===== src/sv/bcps_pkg.sv =====
`default_nettype none
package bcps_pkg;

  // Graph size
  localparam int NODES          = 16;
  localparam int EDGES_PER_NODE = 8;

  // Field widths fixed by the word format
  localparam int NODE_W = 4;
  localparam int BW_W   = 24;

  // Derived widths
  localparam int ADDR_W  = (NODES * EDGES_PER_NODE > 1) ? $clog2(NODES * EDGES_PER_NODE) : 1;
  localparam int CNT_W   = $clog2(EDGES_PER_NODE + 1);
  localparam int DEPTH_W = $clog2(NODES + 1);
  localparam int SIDX_W  = $clog2(NODES);

  typedef logic [NODE_W-1:0] node_t;
  typedef logic [BW_W-1:0]   bw_t;
  typedef logic [1:0]        status_t;

  // Command codes
  localparam logic CMD_ADD  = 1'b0;
  localparam logic CMD_FIND = 1'b1;

  // Result status codes
  localparam status_t ST_STORED  = 2'd0;
  localparam status_t ST_DROPPED = 2'd1;
  localparam status_t ST_PATH    = 2'd2;
  localparam status_t ST_NOPATH  = 2'd3;

  // One stored edge
  typedef struct packed {
    node_t target;
    bw_t   bandwidth;
  } edge_t;

  // One search stack entry
  typedef struct packed {
    node_t            node;
    logic [CNT_W-1:0] cursor;
  } frame_t;

endpackage
`default_nettype wire


===== src/sv/bcps_in_if.sv =====
`default_nettype none
interface bcps_in_if;
  import bcps_pkg::*;

  logic  valid;
  logic  ready;
  logic  command;
  node_t edge_from;
  node_t edge_to;
  bw_t   edge_bandwidth;
  node_t query_source;
  node_t query_dest;
  bw_t   min_bandwidth;

  modport source (
    output valid, command, edge_from, edge_to, edge_bandwidth,
           query_source, query_dest, min_bandwidth,
    input  ready
  );

  modport sink (
    input  valid, command, edge_from, edge_to, edge_bandwidth,
           query_source, query_dest, min_bandwidth,
    output ready
  );
endinterface
`default_nettype wire


===== src/sv/bcps_out_if.sv =====
`default_nettype none
interface bcps_out_if;
  import bcps_pkg::*;

  logic    valid;
  logic    ready;
  status_t status;
  node_t   path_node;
  logic    last;

  modport source (
    output valid, status, path_node, last,
    input  ready
  );

  modport sink (
    input  valid, status, path_node, last,
    output ready
  );
endinterface
`default_nettype wire


===== src/sv/bandwidth_constrained_path_search_unit.sv =====
`default_nettype none
// Directed-graph store with a bandwidth-limited depth-first path search. An
// add-edge word yields one word (stored or dropped). A find-path word walks
// the graph through a one-port edge memory with a registered read: each edge
// examined passes S_STEP and S_EDGE, each backtrack S_STEP and S_POP, and
// each node of a found path S_OUT_RD and then S_OUT_EMIT or S_OUT_LAST. The
// search is bounded by the edge-memory read loop. One word is worked on at a
// time; the output register lets the next word in while the last result
// still waits. No clearing pass after reset.
module bandwidth_constrained_path_search_unit (
  input  wire logic   clk,
  input  wire logic   rst_n,
  bcps_in_if.sink     in_word,
  bcps_out_if.source  out_word
);
  import bcps_pkg::*;

  typedef enum logic [2:0] {
    S_IDLE, S_RESP, S_STEP, S_EDGE, S_POP, S_OUT_RD, S_OUT_EMIT, S_OUT_LAST
  } state_t;

  state_t              state_r;
  logic                out_valid_r;
  status_t             out_status_r;
  node_t               out_node_r;
  logic                out_last_r;
  status_t             resp_status_r;

  logic [CNT_W-1:0]    edge_count_r [NODES];
  logic [NODES-1:0]    visited_r;

  node_t               cur_r;
  logic [CNT_W-1:0]    cursor_r;
  logic [DEPTH_W-1:0]  depth_r;
  logic [DEPTH_W-1:0]  idx_r;
  node_t               dst_r;
  bw_t                 minbw_r;

  // Memories
  edge_t               edge_mem [NODES*EDGES_PER_NODE];
  edge_t               edge_q;
  frame_t              stack_mem [NODES];
  frame_t              stack_q;

  logic                in_fire;
  logic                out_free;
  logic                out_load;
  logic [SIDX_W-1:0]   cnt_addr;
  logic [CNT_W-1:0]    cnt_rd;
  logic                add_ok;
  logic [ADDR_W-1:0]   add_slot;
  logic [ADDR_W-1:0]   walk_slot;
  logic                edge_take;
  logic                src_ok;
  logic                edge_wr;
  logic                edge_rd;
  logic                stack_wr;
  logic                stack_rd;
  logic [SIDX_W-1:0]   stack_wr_addr;
  logic [SIDX_W-1:0]   stack_rd_addr;
  logic [DEPTH_W-1:0]  depth_m1;
  logic [DEPTH_W-1:0]  depth_m2;

  assign in_word.ready   = (state_r == S_IDLE);
  assign in_fire         = in_word.valid && in_word.ready;
  assign out_free        = !out_valid_r || out_word.ready;
  // Output register takes a new word in these states
  assign out_load        = out_free && (state_r inside {S_RESP, S_OUT_EMIT, S_OUT_LAST});

  assign out_word.valid     = out_valid_r;
  assign out_word.status    = out_status_r;
  assign out_word.path_node = out_node_r;
  assign out_word.last      = out_last_r;

  // Edge count lookup: source node of an add, else the node on top of stack
  assign cnt_addr = (state_r == S_IDLE) ? SIDX_W'(in_word.edge_from) : SIDX_W'(cur_r);
  assign cnt_rd   = edge_count_r[cnt_addr];

  assign add_ok = (32'(in_word.edge_from) < NODES) && (32'(in_word.edge_to) < NODES) &&
                  (32'(cnt_rd) < EDGES_PER_NODE);
  assign src_ok = (32'(in_word.query_source) < NODES) && (32'(in_word.query_dest) < NODES);

  assign add_slot  = ADDR_W'(in_word.edge_from) * ADDR_W'(EDGES_PER_NODE) + ADDR_W'(cnt_rd);
  assign walk_slot = ADDR_W'(cur_r) * ADDR_W'(EDGES_PER_NODE) + ADDR_W'(cursor_r);

  assign depth_m1 = depth_r - DEPTH_W'(1);
  assign depth_m2 = depth_r - DEPTH_W'(2);

  // Edge is usable: valid target, not visited, enough bandwidth, stack room
  assign edge_take = (32'(edge_q.target) < NODES) && !visited_r[SIDX_W'(edge_q.target)] &&
                     (edge_q.bandwidth >= minbw_r) && (32'(depth_r) < NODES);

  // Memory controls
  assign edge_wr  = in_fire && (in_word.command == CMD_ADD) && add_ok;
  assign edge_rd  = (state_r == S_STEP) && (cur_r != dst_r) && (cursor_r < cnt_rd);
  assign stack_wr = (state_r == S_EDGE) && edge_take;
  assign stack_wr_addr = SIDX_W'(depth_m1);
  assign stack_rd = ((state_r == S_STEP) && (cur_r != dst_r) && !(cursor_r < cnt_rd) &&
                     (depth_r > DEPTH_W'(1))) ||
                    ((state_r == S_OUT_RD) && (idx_r != depth_m1));
  assign stack_rd_addr = (state_r == S_OUT_RD) ? SIDX_W'(idx_r) : SIDX_W'(depth_m2);

  // Edge memory: one write or one read per cycle
  always_ff @(posedge clk) begin
    if (edge_wr) begin
      edge_mem[add_slot] <= '{target: in_word.edge_to, bandwidth: in_word.edge_bandwidth};
    end
    if (edge_rd) begin
      edge_q <= edge_mem[walk_slot];
    end
  end

  // Stack memory: frames below the top of stack
  always_ff @(posedge clk) begin
    if (stack_wr) begin
      stack_mem[stack_wr_addr] <= '{node: cur_r, cursor: cursor_r};
    end
    if (stack_rd) begin
      stack_q <= stack_mem[stack_rd_addr];
    end
  end

  // Control, search registers and output register
  always_ff @(posedge clk) begin
    if (!rst_n) begin
      state_r     <= S_IDLE;
      out_valid_r <= 1'b0;
      visited_r   <= '0;
      depth_r     <= '0;
      for (int i = 0; i < NODES; i++) begin
        edge_count_r[i] <= '0;
      end
    end else begin
      // Output valid: set on a load, dropped once taken
      if (out_load) begin
        out_valid_r <= 1'b1;
      end else if (out_word.ready) begin
        out_valid_r <= 1'b0;
      end
      case (state_r)
        S_IDLE: begin
          if (in_fire) begin
            if (in_word.command == CMD_ADD) begin
              resp_status_r <= add_ok ? ST_STORED : ST_DROPPED;
              if (add_ok) begin
                edge_count_r[cnt_addr] <= cnt_rd + CNT_W'(1);
              end
              state_r <= S_RESP;
            end else begin
              dst_r     <= in_word.query_dest;
              minbw_r   <= in_word.min_bandwidth;
              if (src_ok) begin
                visited_r <= NODES'(1) << in_word.query_source;
                cur_r    <= in_word.query_source;
                cursor_r <= '0;
                depth_r  <= DEPTH_W'(1);
                state_r  <= S_STEP;
              end else begin
                visited_r     <= '0;
                depth_r       <= '0;
                resp_status_r <= ST_NOPATH;
                state_r       <= S_RESP;
              end
            end
          end
        end
        // Single-word reply
        S_RESP: begin
          if (out_free) begin
            out_status_r <= resp_status_r;
            out_node_r   <= '0;
            out_last_r   <= 1'b1;
            state_r      <= S_IDLE;
          end
        end
        // Examine top of stack
        S_STEP: begin
          if (cur_r == dst_r) begin
            idx_r   <= '0;
            state_r <= S_OUT_RD;
          end else if (cursor_r < cnt_rd) begin
            cursor_r <= cursor_r + CNT_W'(1);
            state_r  <= S_EDGE;
          end else begin
            depth_r <= depth_m1;
            if (depth_r > DEPTH_W'(1)) begin
              state_r <= S_POP;
            end else begin
              resp_status_r <= ST_NOPATH;
              state_r       <= S_RESP;
            end
          end
        end
        // Edge data back from memory
        S_EDGE: begin
          if (edge_take) begin
            visited_r[SIDX_W'(edge_q.target)] <= 1'b1;
            cur_r    <= edge_q.target;
            cursor_r <= '0;
            depth_r  <= depth_r + DEPTH_W'(1);
          end
          state_r <= S_STEP;
        end
        // Parent frame back from memory
        S_POP: begin
          cur_r    <= stack_q.node;
          cursor_r <= stack_q.cursor;
          state_r  <= S_STEP;
        end
        // Path output: frames from the bottom, then the top node
        S_OUT_RD: begin
          state_r <= (idx_r == depth_m1) ? S_OUT_LAST : S_OUT_EMIT;
        end
        S_OUT_EMIT: begin
          if (out_free) begin
            out_status_r <= ST_PATH;
            out_node_r   <= stack_q.node;
            out_last_r   <= 1'b0;
            idx_r        <= idx_r + DEPTH_W'(1);
            state_r      <= S_OUT_RD;
          end
        end
        S_OUT_LAST: begin
          if (out_free) begin
            out_status_r <= ST_PATH;
            out_node_r   <= cur_r;
            out_last_r   <= 1'b1;
            state_r      <= S_IDLE;
          end
        end
        default: begin
          state_r <= S_IDLE;
        end
      endcase
    end
  end

endmodule
`default_nettype wire

===== src/flat_wrapper.sv =====
// flat-port wrapper written by rule: the top's interface ports become plain ports
module bandwidth_constrained_path_search_unit_flat import bcps_pkg::*;
  (clk, rst_n, in_word_valid, in_word_command, in_word_edge_from, in_word_edge_to, in_word_edge_bandwidth, in_word_query_source, in_word_query_dest, in_word_min_bandwidth, in_word_ready, out_word_valid, out_word_status, out_word_path_node, out_word_last, out_word_ready);
  bcps_in_if in_word_i ();
  bcps_out_if out_word_i ();
  input  wire logic clk;
  input  wire logic rst_n;
  input wire logic [$bits(in_word_i.valid)-1:0] in_word_valid;
  input wire logic [$bits(in_word_i.command)-1:0] in_word_command;
  input wire logic [$bits(in_word_i.edge_from)-1:0] in_word_edge_from;
  input wire logic [$bits(in_word_i.edge_to)-1:0] in_word_edge_to;
  input wire logic [$bits(in_word_i.edge_bandwidth)-1:0] in_word_edge_bandwidth;
  input wire logic [$bits(in_word_i.query_source)-1:0] in_word_query_source;
  input wire logic [$bits(in_word_i.query_dest)-1:0] in_word_query_dest;
  input wire logic [$bits(in_word_i.min_bandwidth)-1:0] in_word_min_bandwidth;
  output wire logic [$bits(in_word_i.ready)-1:0] in_word_ready;
  output wire logic [$bits(out_word_i.valid)-1:0] out_word_valid;
  output wire logic [$bits(out_word_i.status)-1:0] out_word_status;
  output wire logic [$bits(out_word_i.path_node)-1:0] out_word_path_node;
  output wire logic [$bits(out_word_i.last)-1:0] out_word_last;
  input wire logic [$bits(out_word_i.ready)-1:0] out_word_ready;
  assign in_word_i.valid = in_word_valid;
  assign in_word_i.command = in_word_command;
  assign in_word_i.edge_from = in_word_edge_from;
  assign in_word_i.edge_to = in_word_edge_to;
  assign in_word_i.edge_bandwidth = in_word_edge_bandwidth;
  assign in_word_i.query_source = in_word_query_source;
  assign in_word_i.query_dest = in_word_query_dest;
  assign in_word_i.min_bandwidth = in_word_min_bandwidth;
  assign in_word_ready = in_word_i.ready;
  assign out_word_valid = out_word_i.valid;
  assign out_word_status = out_word_i.status;
  assign out_word_path_node = out_word_i.path_node;
  assign out_word_last = out_word_i.last;
  assign out_word_i.ready = out_word_ready;
  bandwidth_constrained_path_search_unit u_core (.clk(clk), .rst_n(rst_n), .in_word(in_word_i), .out_word(out_word_i));
endmodule

===== config.mk =====
export PLATFORM = sky130hd
export DESIGN_NAME = bandwidth_constrained_path_search_unit_flat
export DESIGN_NICKNAME = d
export VERILOG_FILES = /design/src/sv/bcps_pkg.sv /design/src/sv/bcps_in_if.sv /design/src/sv/bcps_out_if.sv /design/src/sv/bandwidth_constrained_path_search_unit.sv /design/src/flat_wrapper.sv
export SDC_FILE = /design/constraint.sdc
export NUM_CORES = 2
export LEC_CHECK = 0
export BUFFER_PORTS_ARGS = -buffer_cell sky130_fd_sc_hd__buf_2
export CAP_MARGIN = 0
export CORE_ASPECT_RATIO = 1.1
export CORE_MARGIN = 5
export CORE_UTILIZATION = 40
export CTS_CLUSTER_DIAMETER = 30
export DETAILED_ROUTE_END_ITERATION = 10
export PLACE_DENSITY = 0.53
export SLEW_MARGIN = 10
export SYNTH_ARGS = -nofsm -noshare
export SYNTH_HDL_FRONTEND = slang
export SYNTH_SLANG_ARGS = --single-unit

===== constraint.sdc =====
create_clock -name clk -period 9.08 [get_ports clk]
set_clock_uncertainty 0.2 [all_clocks]
set_input_delay 1.816 -clock clk [delete_from_list [all_inputs] [get_ports clk]]
set_output_delay 1.816 -clock clk [all_outputs]
set_load 0.05 [all_outputs]

Yosys cells after proc, flatten, opt, wreduce, memory -nomap -nowiden
Memories as Yosys holds them, arrays and structs flattened. A register that Yosys moved wholly into a read port is not among the register bits.
Index checks and enable logic that the tools add are counted.

cells by class
  $add $sub $neg = 8
  order comparisons = 7
  eq/ne operators = 25
  shift-type cells = 1
  mux-type cells = 71
  bitwise logic cells = 2
  reductions and logical operators = 44

operators with widths
  cell                    count
  $mux W4                 15
  $mux W16                3
  $mux W5                 7
  $pmux W16 S2            1
  $ge A24 B24 Y1          1
  $pmux W4 S3             2
  $mux W1                 20
  $reduce_and A4 Y1       5
  $mux W3                 6
  $pmux W3 S6             1
  $mux W2                 8
  $ne A2 B2 Y1 const B    8
  $or A16 B16 Y16         1
  $pmux W4 S4             1
  $shl A1 B4 Y16 const A  1
  $pmux W5 S3             1
  $add A7 B4 Y7           2
  $reduce_and A7 Y1       2
  $logic_and A1 B1 Y1     13
  $eq A3 B3 Y1 const B    4
  $ne A2 B1 Y1 const B    6
  $reduce_bool A2 Y1      6
  $add A5 B1 Y5 const B   2
  $pmux W5 S2             1
  other kinds (30)        41

word-level totals
  register bits = 75
  bits in writable memories = 3776
  bits of input ports = 69
  output and inout bits = 9
  word-level logic and storage cells = 174
  memories = 3

memory list
  memory               depth  width  read ports  clocked after Yosys merged registers in  write ports  RTL line                                      RTL
  u_core.edge_mem      128    28     1           1                                        1            bandwidth_constrained_path_search_unit.sv:40  edge_t edge_mem [NODES*EDGES_PER_NODE];
  u_core.stack_mem     16     8      1           1                                        1            bandwidth_constrained_path_search_unit.sv:42  frame_t stack_mem [NODES];
  u_core.edge_count_r  16     4      1           0                                        16           bandwidth_constrained_path_search_unit.sv:29  logic [CNT_W-1:0] edge_count_r [NODES];

Depth between registers and ports, before layout
An unclocked memory read counts as a cell.

  word-level depth = 12
  depth in mapped cells = 20
  depth with buffers taken out = 16

Worst setup path after synthesis
Ideal clock, no wire load.

  kind = input-to-reg
  from = input port in_word_edge_from[1]
  to = register u_core.edge_q[0] (netlist name)
  setup time = 0.448 ns
  data arrival time = 6.627 ns
  required time = 8.432 ns
  setup slack = 1.805 ns
  cell stages on the path = 16
  buffers on the path = 5
  cell sequence = or4b_1 > clkbuf_2 > nand2_1 > buf_2 > buf_4 > a211oi_1 > a31o_2 > o211ai_4 > and2_1 > buf_2 > buf_4 > inv_1 > ha_1 > nor4_1 > a21oi_1 > nor3_1

between the ends
  cells in the longest elaborated chain, start to end = 4

ends and longest elaborated chain
  item                  RTL line                                      RTL
  start: declaration    flat_wrapper.sv:10                            input wire logic [$bits(in_word_i.edge_from)-1:0] in_word_edge_from;
  $mux W4               bandwidth_constrained_path_search_unit.sv:76  assign cnt_addr = (state_r == S_IDLE) ? SIDX_W'(in_word.edge_from) : SIDX_W'(cur_r);
  $mem_v2 Z16 W4        --
  net u_core.cnt_rd[3]  bandwidth_constrained_path_search_unit.sv:49  logic [CNT_W-1:0] cnt_rd;
  $lt A4 B4 Y1          bandwidth_constrained_path_search_unit.sv:95  assign edge_rd = (state_r == S_STEP) && (cur_r != dst_r) && (cursor_r < cnt_rd);
  $logic_and A1 B1 Y1   bandwidth_constrained_path_search_unit.sv:95
  net u_core.edge_rd    bandwidth_constrained_path_search_unit.sv:56  logic edge_rd;

The timed path passes the listed nets, and every way through them passes these cells.
A chain may end at the register's enable or synchronous reset.

Worst setup path after layout
  from = register u_core.state_r[1]
  to = memory u_core.edge_mem[123][3] (netlist name) (enable)

between the ends
  cells in the longest elaborated chain, start to end = 7
  elaborated cells on any way between the ends = 10
  those cells by class = add/sub: 1; order compare: 1; mux: 3; reduce/logical: 4; memory: 1

ends and longest elaborated chain
  item                           RTL line                                                                                    RTL
  start: declaration             bandwidth_constrained_path_search_unit.sv:22                                                state_t state_r;
  start signal: assignment       bandwidth_constrained_path_search_unit.sv:212                                               state_r <= (idx_r == depth_m1) ? S_OUT_LAST : S_OUT_EMIT;
  $logic_not A3 Y1 *             bandwidth_constrained_path_search_unit.sv:64, bandwidth_constrained_path_search_unit.sv:76
  $mux W4                        bandwidth_constrained_path_search_unit.sv:76
  $mem_v2 Z16 W4                 --
  $lt A4 B4 Y1                   bandwidth_constrained_path_search_unit.sv:80                                                (32'(cnt_rd) < EDGES_PER_NODE);
  $logic_and A1 B1 Y1            bandwidth_constrained_path_search_unit.sv:94                                                assign edge_wr = in_fire && (in_word.command == CMD_ADD) && add_ok;
  $mux W1                        bandwidth_constrained_path_search_unit.sv:105                                               if (edge_wr) begin
  $mux W1 (implied by the code)  bandwidth_constrained_path_search_unit.sv:106                                               edge_mem[add_slot] <= '{target: in_word.edge_to, bandwidth: in_word.edge_bandwidth};
  end: declaration               bandwidth_constrained_path_search_unit.sv:40

Every way passes the cells marked *; elsewhere a longest branch is shown, timed or not.

==> results.cfg <==
[cells_and_area]
layout.nets = 7468
layout_commonest_cell = edfxtp_1
syn_to_final_growth_pct = 22.1
final_util_pct = 49.0
layout_common_cells = 3,862 x edfxtp_1, 1,132 x mux4_2, 717 x clkbuf_16, 348 x nand2_1, 230 x buf_4
final_area_sq_um = 184000
drive_above_1_share_pct = 34.8

[setup_path]
crit_path_frequent_cell = ha_1
cp-end-kind = register
path_cells = o31ai_2, nand2_1, a211oi_1, a311oi_1, a211o_4, and2_1, ha_1, ha_1, inv_1, a2111oi_4, nand2_2, nor2_4, buf_4
path_max_fanout = 25
cp_top_family = compound AO/OA/AOI/OAI gates
slowest_delay_ps = 770
start_kind = register
worstPathRequired_ps = 9610
slowest_stage = nor2_4
reg2reg_depth = 13
cp-startpoint = u_core.state_r[1]
arrival_ps = 7380
crit_type = reg -> reg
r2r-start = u_core.state_r[1]
worst-path-buf-inv = 2
crit_cells = 13

[worst_hold_path]
hold_class = reg -> reg
min-delay-start = u_core.visited_r[4]
worstHoldPathCells = 2

[clock_tree]
ctsHoldBuffers = 0
postCtsSetupBuffers = 0
cts_root_buf = clkbuf_16
cts_inserted_buffers = 713
numClockSinks = 3887
cts_buffer_depth = 4
clk_pin_slew_ps = 50
clk_latency_ps = 1070
ctsHtreeMaxLevel = 6
cts_resized = 0
tritoncts = done

[sta]
timing_hold_violations_final = 0
fmaxAchievable_mhz = 146
setup_violations = 0
rsz0062_at_grt = false
worst_slew_pin_slew_ps = 1280
drv_slew = 0
tns_ps = 0
period_needed_ps = 6840
slew_headroom_pct = 14.4
fin_crit_sh_pct = 75.4
layout_setup_ws_ps = 2240

[place]
portBuffers = 77
hpwlAfterDp_mm = 265
place_area_sq_um = 159000
finalWeightedCongestion = 0.901
place_ws_ps = 1260

[logic_synthesis]
synth_nets = 6818
ys_ff_latch = 3887
syn_area_per_cell_sq_um = 22.5
synthFlopType = edfxtp_1
synth_edf_count = 3862
synth_seq_area_share_pct = 77.3
synth_cells = 6706
synth.distinct_cells = 72
syn_area_sq_um = 151000
synth-warning-count = 0
synthArstFlopShare_pct = 0

[power_and_ir_drop]
p_clk_share_pct = 50.2
switchingPower_uw = 13800
ir_worst_vdd_v = 0.000241
p_leak_uw = 0.0584
power_density_nw_per_um2 = 290
totalPowerFinal_uw = 53400
p_seq_share_pct = 37.7
p_comb_share_pct = 12.1
p_sw_share_pct = 25.8
p_int_uw = 39600

[grt]
antenna_found_initial = 60
grt.total_usage_pct = 22.2
grt_pass1_vias = 75900
overflow = 0
grt_first_pass_wirelength_mm = 606
grt_max_degree = 129

[die]
rows = 236
io_pins = 78
core_area_sq_um = 376000
start_util_pct = 40.1
die_w_um = 595
die_area_sq_um = 389000
dieHeight_um = 654

[run_status]
status = finished clean

[route]
drtAntennaViolNets = 0
drc = 0
drt_first_iter_violations = 8352
via_per_inst = 5.70
totalWireLength_mm = 438
wl_per_cell_um = 33.6
drtPass1Iterations = 6
routed-via-count = 74200

[flow_run]
drv_cap = 0
==> cell usage after synthesis (all sizes together), types with 3 or more instances <==
cell,n,area [sq um]
a2111oi,8,164
a211oi,66,495
a21oi,46,230
a22o,3,26.3
a22oi,11,82.6
a311o,4,40.0
a311oi,6,52.6
a31o,3,26.3
a31oi,30,188
and2,21,134
and3,13,81.3
and4,29,254
buf,120,500
clkbuf,248,932
clkinv,3,12.5
dfxtp,25,500
edfxtp,3862,116000
ha,43,538
inv,38,143
mux2,3,41.3
mux2i,43,443
mux4,1132,25500
nand2,364,1410
nand2b,11,68.8
nand3,153,766
nand3b,4,30.0
nand4,3,18.8
nor2,237,890
nor2b,25,156
nor3,36,215
nor4,8,50.1
o21a,6,45.0
o21ai,21,105
o22a,4,35.0
o22ai,20,125
or3,7,48.8
xnor2,9,78.8
xor2,18,158
==> power groups by stage <==
stage	combinational, uW	clock (uW)	sequential (uW)
final	6460	26800	20100
after global routing	6730	28100	20100
after CTS	6530	27200	20100
after detailed placement	6520	0	20400
after global placement	6500	0	20400
after floorplan	3510	0	20400
==> cells by family (layout without fill, tap and decap cells) <==
| logic type | Yosys count | after routing | synth area share [%] |
|---|---|---|---|
| mux | 1178 | 1178 | 17.2 |
| other cells | 0 | 78 | 0 |
| simple gates | 918 | 918 | 2.77 |
| buf+inv | 409 | 1651 | 1.05 |
| fa+ha+maj | 43 | 43 | 0.357 |
| flops | 3887 | 3887 | 77.3 |
| compound gates | 244 | 244 | 1.18 |
| xor+xnor | 27 | 27 | 0.157 |
==> sequential cells by signal, summed over array words and instances, names as in the netlist, 5 cells and up <==
register             count
u_core.edge_mem       3584
u_core.edge_q           28
u_core.idx_r             5
u_core.depth_r           5
u_core.visited_r        16
u_core.stack_mem       128
u_core.stack_q           8
u_core.edge_count_r     64
u_core.minbw_r          24
==> metal layers <==
metal / up-vias / global-route usage (%) / routed length [um]
met1: 40300 / 29.9 / 174000
met4: 14 / 8.24 / 16900
met2: 3214 / 36.4 / 216000
li1: 30000 / - / -
met3: 668 / 3.91 / 30200
met5: - / 0 / 91
==> through the flow <==
step                instances  hold WS, ps
detailed placement      11600          317
finish                  13000          318
CTS                     12900          328
global route            13000          357
floorplan                6706          277
global placement        11600          306
==> area by class of cell <==
| cell class | count | area, sq um |
|---|---|---|
| Fill cell | 30100 | 191000 |
| Sequential cell | 3887 | 116000 |
| Multi-Input combinational cell | 2410 | 33800 |
| Clock buffer | 783 | 18200 |
| Clock inverter | 524 | 6560 |
| Tap cell | 4998 | 6250 |
| Timing Repair Buffer | 303 | 2450 |
| Antenna cell | 78 | 195 |
| Inverter | 41 | 155 |
==> worst min-delay path, delay by kind of cell, from the launching register on <==
family / cells / cell delay [ps]
DFF: 1 / 330
and+or+nand+nor: 1 / 70
muxes: 1 / 80
==> worst paths after layout <==
check,endpoint,slack [ps]
worst min-delay path,u_core.visited_r[4],320
worst max register to register,u_core.edge_mem[123][3],2240
worst min register to register,u_core.visited_r[4],320
worst max-delay path,u_core.edge_mem[123][3],2240
Note: power is estimated with default switching activity, not from simulation.
